===== src/design/sli_pkg.sv =====
// ----------------------------------------------------------------------------
// sli_pkg
// command and status codes for the sorted list insert/delete block
// ----------------------------------------------------------------------------
package sli_pkg;

  // request command codes
  typedef enum logic [1:0] {
    CMD_INSERT = 2'd0,
    CMD_DELETE = 2'd1,
    CMD_DUMP   = 2'd2,
    CMD_NONE   = 2'd3
  } cmd_t;

  // result status codes
  typedef enum logic [1:0] {
    ST_OK        = 2'd0,
    ST_NOT_FOUND = 2'd1,
    ST_FULL      = 2'd2,
    ST_EMPTY     = 2'd3
  } status_t;

  localparam int ValueW = 32;
  localparam int CountW = 5;

endpackage


===== src/design/sorted_list_insert_delete_top.sv =====
// ----------------------------------------------------------------------------
// sorted_list_insert_delete_top
// bounded sorted multiset of signed 32-bit values kept in one memory
// ----------------------------------------------------------------------------
//
//  channel   ports                                   handshake
//  -------   -------------------------------------   ----------------------
//  request   command, value                          start & !busy
//  result    status, entry_value, entry_count, last  done, one cycle each
//
//  insert: one memory read and one write per cycle while shifting entries up
//    from the top; delete and dump walk the list from entry 0, one entry per
//    cycle through the single read port
//  full insert, insert into an empty list, delete on an empty list, empty dump
//    and command 3 finish in the accept cycle and keep busy low
//  reset: synchronous, clears the state, the entry count and done; memory needs no clearing
//  dump results come on consecutive cycles; the receiver cannot stall them
//
module sorted_list_insert_delete_top #(
  parameter int CAPACITY = 16
) (
  input  logic                              clk,
  input  logic                              rst,
  input  logic                              start,
  input  logic [1:0]                        command,
  input  logic signed [sli_pkg::ValueW-1:0] value,
  output logic                              busy,
  output logic                              done,
  output logic [1:0]                        status,
  output logic signed [sli_pkg::ValueW-1:0] entry_value,
  output logic [sli_pkg::CountW-1:0]        entry_count,
  output logic                              last
);

  import sli_pkg::*;

  // address and count widths follow the capacity
  localparam int AW = (CAPACITY > 1) ? $clog2(CAPACITY) : 1;
  localparam int CW = $clog2(CAPACITY + 1);

  typedef enum logic [2:0] {
    S_IDLE,
    S_INS,
    S_INSF,
    S_DEL,
    S_DUMP
  } state_t;

  state_t                  state;
  logic [CW-1:0]           count;
  logic [AW-1:0]           idx;
  logic signed [ValueW-1:0] val;
  logic                    found;

  // entry memory, synchronous read into a register
  logic signed [ValueW-1:0] mem [CAPACITY];
  logic signed [ValueW-1:0] rd_data;
  logic [AW-1:0]           ra;
  logic [AW-1:0]           wa;
  logic signed [ValueW-1:0] wd;
  logic                    we;

  logic                    accept;
  logic [AW-1:0]           last_idx;
  logic                    hit;
  logic                    shift_up;

  assign busy     = (state != S_IDLE);
  assign accept   = start && !busy;
  assign last_idx = AW'(count - CW'(1));
  // delete: match seen earlier or at the entry just read
  assign hit      = found || (rd_data == val);
  // insert: entry just read sits above the new value and moves up one slot
  assign shift_up = (rd_data > val);

  // memory address and write control
  always_comb begin
    ra = '0;
    we = 1'b0;
    wa = idx;
    wd = val;
    case (state)
      S_IDLE: begin
        if (accept && command == CMD_INSERT) begin
          if (count == '0) begin
            // first entry goes straight to slot 0
            we = 1'b1;
            wa = '0;
            wd = value;
          end else begin
            // start from the top entry
            ra = last_idx;
          end
        end
      end
      S_INS: begin
        we = 1'b1;
        wa = idx;
        if (shift_up) begin
          wd = rd_data;
          ra = idx - AW'(2);
        end else begin
          wd = val;
        end
      end
      S_INSF: begin
        // every entry moved up, new value lands at the bottom
        we = 1'b1;
        wa = '0;
        wd = val;
      end
      S_DEL: begin
        // after the match, close the gap by moving each entry down
        if (found) begin
          we = 1'b1;
          wa = idx - AW'(1);
          wd = rd_data;
        end
        ra = idx + AW'(1);
      end
      S_DUMP: begin
        ra = idx + AW'(1);
      end
      default: begin
        ra = '0;
      end
    endcase
  end

  always_ff @(posedge clk) begin
    if (we) begin
      mem[wa] <= wd;
    end
    rd_data <= mem[ra];
  end

  // control state machine and registered result
  always_ff @(posedge clk) begin
    if (rst) begin
      state <= S_IDLE;
      count <= '0;
      done  <= 1'b0;
    end else begin
      case (state)
        S_IDLE: begin
          if (accept) begin
            val         <= value;
            found       <= 1'b0;
            entry_value <= '0;
            last        <= 1'b1;
            case (command)
              CMD_INSERT: begin
                if (count >= CW'(CAPACITY)) begin
                  done        <= 1'b1;
                  status      <= ST_FULL;
                  entry_count <= CountW'(count);
                end else if (count == '0) begin
                  count       <= CW'(1);
                  done        <= 1'b1;
                  status      <= ST_OK;
                  entry_count <= CountW'(1);
                end else begin
                  done  <= 1'b0;
                  idx   <= AW'(count);
                  state <= S_INS;
                end
              end
              CMD_DELETE: begin
                idx         <= '0;
                entry_count <= CountW'(count);
                if (count == '0) begin
                  done   <= 1'b1;
                  status <= ST_NOT_FOUND;
                end else begin
                  done  <= 1'b0;
                  state <= S_DEL;
                end
              end
              CMD_DUMP: begin
                idx         <= '0;
                entry_count <= CountW'(count);
                if (count == '0) begin
                  done   <= 1'b1;
                  status <= ST_EMPTY;
                end else begin
                  done  <= 1'b0;
                  state <= S_DUMP;
                end
              end
              default: begin
                // unused code, no result
                done  <= 1'b0;
                state <= S_IDLE;
              end
            endcase
          end else begin
            done <= 1'b0;
          end
        end
        S_INS: begin
          if (shift_up) begin
            done <= 1'b0;
            if (idx == AW'(1)) begin
              state <= S_INSF;
            end else begin
              idx <= idx - AW'(1);
            end
          end else begin
            count       <= count + CW'(1);
            entry_count <= CountW'(count + CW'(1));
            status      <= ST_OK;
            done        <= 1'b1;
            state       <= S_IDLE;
          end
        end
        S_INSF: begin
          count       <= count + CW'(1);
          entry_count <= CountW'(count + CW'(1));
          status      <= ST_OK;
          done        <= 1'b1;
          state       <= S_IDLE;
        end
        S_DEL: begin
          if (idx == last_idx) begin
            if (hit) begin
              count       <= count - CW'(1);
              entry_count <= CountW'(count - CW'(1));
              status      <= ST_OK;
            end else begin
              status <= ST_NOT_FOUND;
            end
            done  <= 1'b1;
            state <= S_IDLE;
          end else begin
            done  <= 1'b0;
            found <= hit;
            idx   <= idx + AW'(1);
          end
        end
        S_DUMP: begin
          done        <= 1'b1;
          status      <= ST_OK;
          entry_value <= rd_data;
          if (idx == last_idx) begin
            last  <= 1'b1;
            state <= S_IDLE;
          end else begin
            last <= 1'b0;
            idx  <= idx + AW'(1);
          end
        end
        default: begin
          done  <= 1'b0;
          state <= S_IDLE;
        end
      endcase
    end
  end

`ifndef ASSERT_OFF
  // a full report only comes with the list at capacity
  a_full_count: assert property (@(posedge clk) disable iff (rst)
    (done && status == ST_FULL) |-> (entry_count == CountW'(CAPACITY)))
    else $error("full reported below capacity");

  // every multi-cycle request ends with a result
  a_end_result: assert property (@(posedge clk) disable iff (rst)
    $fell(busy) |-> done)
    else $error("request finished without a result");

  // dump results come back to back up to the last one
  a_dump_stream: assert property (@(posedge clk) disable iff (rst)
    (done && !last) |=> done)
    else $error("gap in dump results");
`endif

endmodule

===== config.mk =====
export PLATFORM = sky130hd
export DESIGN_NAME = sorted_list_insert_delete_top
export DESIGN_NICKNAME = d
export VERILOG_FILES = /design/src/design/sli_pkg.sv /design/src/design/sorted_list_insert_delete_top.sv
export SDC_FILE = /design/constraint.sdc
export NUM_CORES = 1
export LEC_CHECK = 0
export BUFFER_PORTS_ARGS = -buffer_cell sky130_fd_sc_hd__clkbuf_2
export CAP_MARGIN = 20
export CORE_ASPECT_RATIO = 1.2
export CORE_UTILIZATION = 50
export DETAILED_ROUTE_END_ITERATION = 8
export PLACE_DENSITY = 0.71
export SKIP_CTS_REPAIR_TIMING = 1
export SLEW_MARGIN = 10
export SYNTH_ARGS = -nofsm -noshare
export SYNTH_HDL_FRONTEND = slang
export SYNTH_SLANG_ARGS = --single-unit

===== constraint.sdc =====
create_clock -name clk -period 5.58 [get_ports clk]
set_input_delay 0 -clock clk [delete_from_list [all_inputs] [get_ports clk]]
set_output_delay 0 -clock clk [all_outputs]
set_load 0.03 [all_outputs]

# == Word-level counts from Yosys, hierarchy flattened ==
# Memory sizes are Yosys's and may differ from the RTL's. A register that Yosys moved wholly into a read port is not among the register bits.
# Cells that the tools add are included.
# totals
input_bits,37
ramBits,512
ff_bits,86
wordCells,147
memories,1
# mem_list
memory,words,width,rd,rd_ports_with_merged_regs,write_ports,line,text
mem,16,32,1,1,1,sorted_list_insert_delete_top.sv:56,logic signed [ValueW-1:0] mem [CAPACITY];
# classes
n_lt_le_gt_ge,2
n_mux,72
n_reduce_logical,25
eq_ne,31
bitwise,1
addsub,5
# op_table
operator,n
32-bit two-way mux,5
32-bit one-hot mux with 3 select lines,1
32-bit one-hot mux with 2 select lines,1
4-bit two-way mux,12
5-bit two-way mux,9
5-bit one-hot mux with 4 select lines,2
4-bit one-hot mux with 3 select lines,3
32-bit == test,1
32-bit > comparator,1
3-bit two-way mux,8
"3-bit inequality test, second input constant",8
"2-bit inequality test, second input constant",11
3-bit one-hot mux with 3 select lines,2
9-bit AND reduction,2
8-bit AND reduction,2
2-bit two-way mux,7
1-bit two-way mux,13
5-bit one-hot mux with 2 select lines,1
2-bit one-hot mux with 4 select lines,1
4-bit one-hot mux with 2 select lines,1
4-bit nonzero test,2
2-bit OR reduction,4
7-bit AND reduction,1
"3-bit by 2-bit == test with 1-bit output, second input constant",2
other kinds (30),36

# == Logic depth before layout (Yosys ltp) ==
# logic_depth
word_depth,8
mapped_depth,16
depth_no_buf,12

# == Worst setup path before layout ==
# Ideal clock, no wire load.
# synth_path
kind,register to register
start,register count[0]
end,memory mem[11][0] (enable)
period_less_slack_ns,3.913
path_stages_with_launch,13
setup_ns,0.421
setup_slack_ns,1.667
arrival_ns,3.492
cell_sequence,dfxtp_1 > clkbuf_1 > inv_1 > ha_1 > nor4b_2 > nand2_1 > or3_1 > clkbuf_1 > inv_2 > o21ai_0 > nand3_1 > or2_2 > nor2_1
# synth_via
elab_chain_cells,6
elab_cells_between_ends,9
cone_classes,mux: 8; reduce/logical: 1
# synth_lines
element,line,text
from (decl),sorted_list_insert_delete_top.sv:50,logic [CW-1:0] count;
from (signal assigned),sorted_list_insert_delete_top.sv:209,count <= count + CW'(1);
from (signal assigned),sorted_list_insert_delete_top.sv:217,count <= count + CW'(1);
from (signal assigned),sorted_list_insert_delete_top.sv:226,count <= count - CW'(1);
5-bit logical NOT (*),sorted_list_insert_delete_top.sv:85,if (count == '0) begin
1-bit two-way mux,sorted_list_insert_delete_top.sv:85,
1-bit two-way mux,sorted_list_insert_delete_top.sv:84,if (accept && command == CMD_INSERT) begin
1-bit one-hot mux with 3 select lines,sorted_list_insert_delete_top.sv:82,case (state)
1-bit two-way mux,sorted_list_insert_delete_top.sv:131,if (we) begin
1-bit two-way mux (not written as such),sorted_list_insert_delete_top.sv:132,mem[wa] <= wd;
to (decl),sorted_list_insert_delete_top.sv:56,
# Every way passes the cells marked *; elsewhere a longest branch is shown, timed or not.

# == Worst setup path after layout ==
# layout_path
start,register val[15]
end,"register rd_data[3], read port of mem"
# layout_via
elab_chain_cells,3
# layout_lines
element,line,text
from (decl),sorted_list_insert_delete_top.sv:52,logic signed [ValueW-1:0] val;
from (signal assigned),sorted_list_insert_delete_top.sv:147,val <= value;
32-bit > comparator,sorted_list_insert_delete_top.sv:74,assign shift_up = (rd_data > val);
4-bit two-way mux,sorted_list_insert_delete_top.sv:99,if (shift_up) begin
4-bit one-hot mux with 3 select lines,sorted_list_insert_delete_top.sv:82,
to (decl),sorted_list_insert_delete_top.sv:57,logic signed [ValueW-1:0] rd_data;
# No other way between the ends.
# A chain may end at the register's enable or synchronous reset.

==> Implementation_results.wiki <==
{| class="wikitable"
! Metric !! Value
|-
| Result of the run || finished, violations left
|-
| Failing checks || design-rule violations, negative hold slack
|-
| Async set-reset flop share out of synthesis || 0%
|-
| Slew @ Worst Pin || 1.09 ns
|-
| Required time of the worst setup path || 6.04 ns
|-
| Fraction of layout instances using a drive strength above 1 || 12.6%
|-
| Cell Rows || 95
|-
| Width of the chip || 221 µm
|-
| Count of buffers inserted at the top-level ports || 78
|-
| Clock tree root buffer cell || clkbuf_16
|-
| Clock buffer count from CTS || 57
|-
| Max Transition Viols Final || 0
|-
| Hold Violations, Final || 2
|-
| Kind of critical path || register to register
|-
| Post-synth top flop || edfxtp_1
|-
| Period minus WS final || 5.02 ns
|-
| Final antenna-violating net count || 0
|-
| Detailed placer's ending HPWL || about 45,000 µm
|-
| Minimum setup slack in the final design || 0.559 ns
|-
| Setup total negative slack || 0 ns
|-
| Starting utilization of the core area || 50.9%
|-
| CORE AREA || around 56,000 µm²
|-
| Number of nets in the finished design || 2,398
|-
| Starting DRC count in detailed routing || approximately 3,000
|-
| Die outline area || 58,500 µm²
|-
| Via count of the first global-routing pass || 19,600
|-
| Vertical extent of the die || 265 µm
|-
| Combined global-route utilization of all metal layers || 27.1%
|-
| Area Overhead vs Synth || 12.9%
|-
| Mapped Nets || 2,340
|-
| EDFF count, synth || roughly 590
|-
| Synthesized area per cell || 12.7 µm²
|-
| Count of pins on the block boundary || 79
|-
| Crit end category || register
|-
| DR WL/cell || 26.1 µm
|-
| Clk pin slew, worst setup/hold paths || around 0.07 ns
|-
| Routed wire length || 80,600 µm
|-
| Clock tree from TritonCTS || yes
|-
| CTS H-tree lvls || 2
|-
| Largest buffer count on any clock path || 3
|-
| Vias per Instance || 6.61
|-
| Kind of start point of the critical path || register
|-
| Cell Pwr Density || between 500 and 600 nW/µm²
|-
| Worst hold path type || primary input to register
|-
| Via Count || 20,400
|-
| Post-route clock period utilization || 90.0%
|-
| MaxCap Viol Count || 0
|-
| First-pass GRT wire length || approximately 120,000 µm
|-
| Seq/Total Area, Yosys || 64.4%
|-
| Number of setup violations in the final report || 0
|-
| Timing-limited maximum frequency || 199 MHz
|-
| Synth Cell Area || 28,800 µm²
|-
| DRC violations left || 1
|-
| Final weighted congestion of routability-driven global placement || between 0.9 and 1
|-
| Peak supply drop || 0.388 mV
|-
| Max Clock Skew || around 0.041 ns
|-
| Filler-free cell count of the finished design || ~3,100
|-
| Source-to-sink clock delay at the later pin of the worst-skew pair || 0.63 ns
|-
| Leakage Power || 12.0 nW
|-
| Number of warnings reported in the yosys synthesis log || 0
|-
| Clock Sink Count || 630
|-
| Number of antenna repair diodes || 0
|-
| Worst Path Max Fanout || 64
|-
| Leftover overflow at the end of global routing || 0
|-
| Number of standard cells after synthesis || 2,256
|-
| Number of placed cells counting well taps || roughly 2,900
|-
| Initial antenna violation count || 1
|-
| Number of register bits inferred by synthesis || 630
|-
| Iteration count of the initial detailed-routing pass || 7
|-
| Largest net degree at the start of global routing || 129
|-
| Normalized max-slew margin || 27.0%
|-
| Unrepaired setup endpoints after global routing || false
|-
| Worst hold slack || -0.0386 ns
|-
| Setup Slack @ Placement || 0.634 ns
|-
| Post-layout power || 19.4 mW
|-
| Worst EP arrival || 5.48 ns
|-
| Count of distinct cell types in the synthesized netlist || 68
|}
[critical path, stage by stage (launching register included)]
cell and delay [ns]:
edfxtp_1 0.41, inv_1 0.11, ha_1 0.26, a21oi_1 0.12, o21ai_0 0.13, or2_0 0.22
a2111oi_0 0.85, o21a_4 0.54, buf_4 0.54, buf_4 0.68, o211ai_1 0.20, o2111ai_1 0.13
nand4_1 0.16, o22ai_1 0.43
[where the power goes]
| group | internal [mW] | switching [mW] |
|---|---|---|
| combinational | 2.25 | 5.65 |
| sequential | 7.08 | 0.447 |
| clock | 2.27 | 1.72 |
| total | 11.6 | 7.82 |
[synthesized netlist by cell type (3+ instances only)]
cell	count	area [µm²]
a2111oi_0	3	26.3
a21o_1	6	45.0
a21oi_1	129	646
a221o_1	34	340
a22o_1	3	26.3
a31oi_1	6	37.5
and2_1	5	31.3
and3_1	31	194
buf_1	6	22.5
buf_2	41	205
buf_4	4	30.0
buf_6	5	56.3
clkbuf_1	142	533
dfxtp_1	41	821
edfxtp_1	589	17700
ha_1	47	588
inv_1	239	897
mux2i_1	97	971
nand2_1	39	146
nand2b_1	6	37.5
nand3_1	73	365
nand4_1	42	263
nor2_1	109	409
nor2b_1	4	25.0
nor3_1	18	90.1
o2111ai_1	128	1120
o211ai_1	130	976
o21a_1	35	263
o21ai_0	40	200
o21ai_1	12	60.1
o221ai_1	98	858
o22ai_1	35	219
or4_1	3	22.5
xnor2_1	6	52.6
xor2_1	8	70.1
[path summary, 6_finish.rpt]
| path | endpoint | slack, ns | from | depth (start not counted) |
|---|---|---|---|---|
| worst min-delay path | state[1] | -0.04 | command[1] | 5 |
| worst min register to register | count[4] | 0.59 | count[4] | 2 |
| worst max-delay path | rd_data[3] | 0.56 | val[15] | 13 |
| worst max register to register | rd_data[3] | 0.56 | val[15] | 13 |
[area by class of cell]
type	count	area (µm²)
Fill cell	4325	24000
Sequential cell	630	18500
Inverter	240	901
Multi-Input combinational cell	1188	8730
Clock inverter	31	327
Tap cell	727	910
Timing Repair Buffer	197	1510
Clock buffer	76	1580
[logic make-up (layout without fill, tap and decap cells)]
| group | after synthesis | count (layout) | share of synthesized area, % |
|---|---|---|---|
| AOI/OAI and AO/OA | 681 | 681 | 17.5 |
| DFF | 630 | 630 | 64.4 |
| buffers and inverters | 438 | 544 | 6.08 |
| and+or+nand+nor | 349 | 349 | 6.16 |
| muxes | 97 | 97 | 3.38 |
| adders and majority gates | 47 | 47 | 2.05 |
| xor gates and xnor gates | 14 | 14 | 0.426 |
[metrics by stage]
| step | cell area, µm² | util [%] |
|---|---|---|
| 3_3_place_gp | 30100 | 53.4 |
| 5_1_grt | 32500 | 57.5 |
| 6_report | 32500 | 57.5 |
| 3_5_place_dp | 30100 | 53.4 |
| 2_1_floorplan | 28800 | - |
| 4_1_cts | 32000 | 56.7 |
[routing by layer]
metal,track usage (%),routed length [µm],vias to the layer above
li1,-,-,8954
met1,35.5,30200,9991
met2,45.4,38900,1249
met3,3.80,8020,221
met4,11.9,3390,0
met5,0,0,-
[placed cells by master, fill, tap and decap left out, types with 47 or more instances in the layout]
cell type / instances
edfxtp_1: 589
inv_1: 239
o211ai_1: 130
o2111ai_1: 128
a21oi_1: 126
o221ai_1: 98
mux2i_1: 97
nor2_1: 90
clkbuf_2: 78
nand3_1: 72
buf_4: 71
clkbuf_16: 58
ha_1: 47
[sequential cells by signal (all words and copies together) (netlist names)]
register	cells
count	5
done	1
entry_count	5
entry_value	32
found	1
idx	4
last	1
mem	512
rd_data	32
state	3
status	2
val	32
Power figures use the tool's default switching activity.
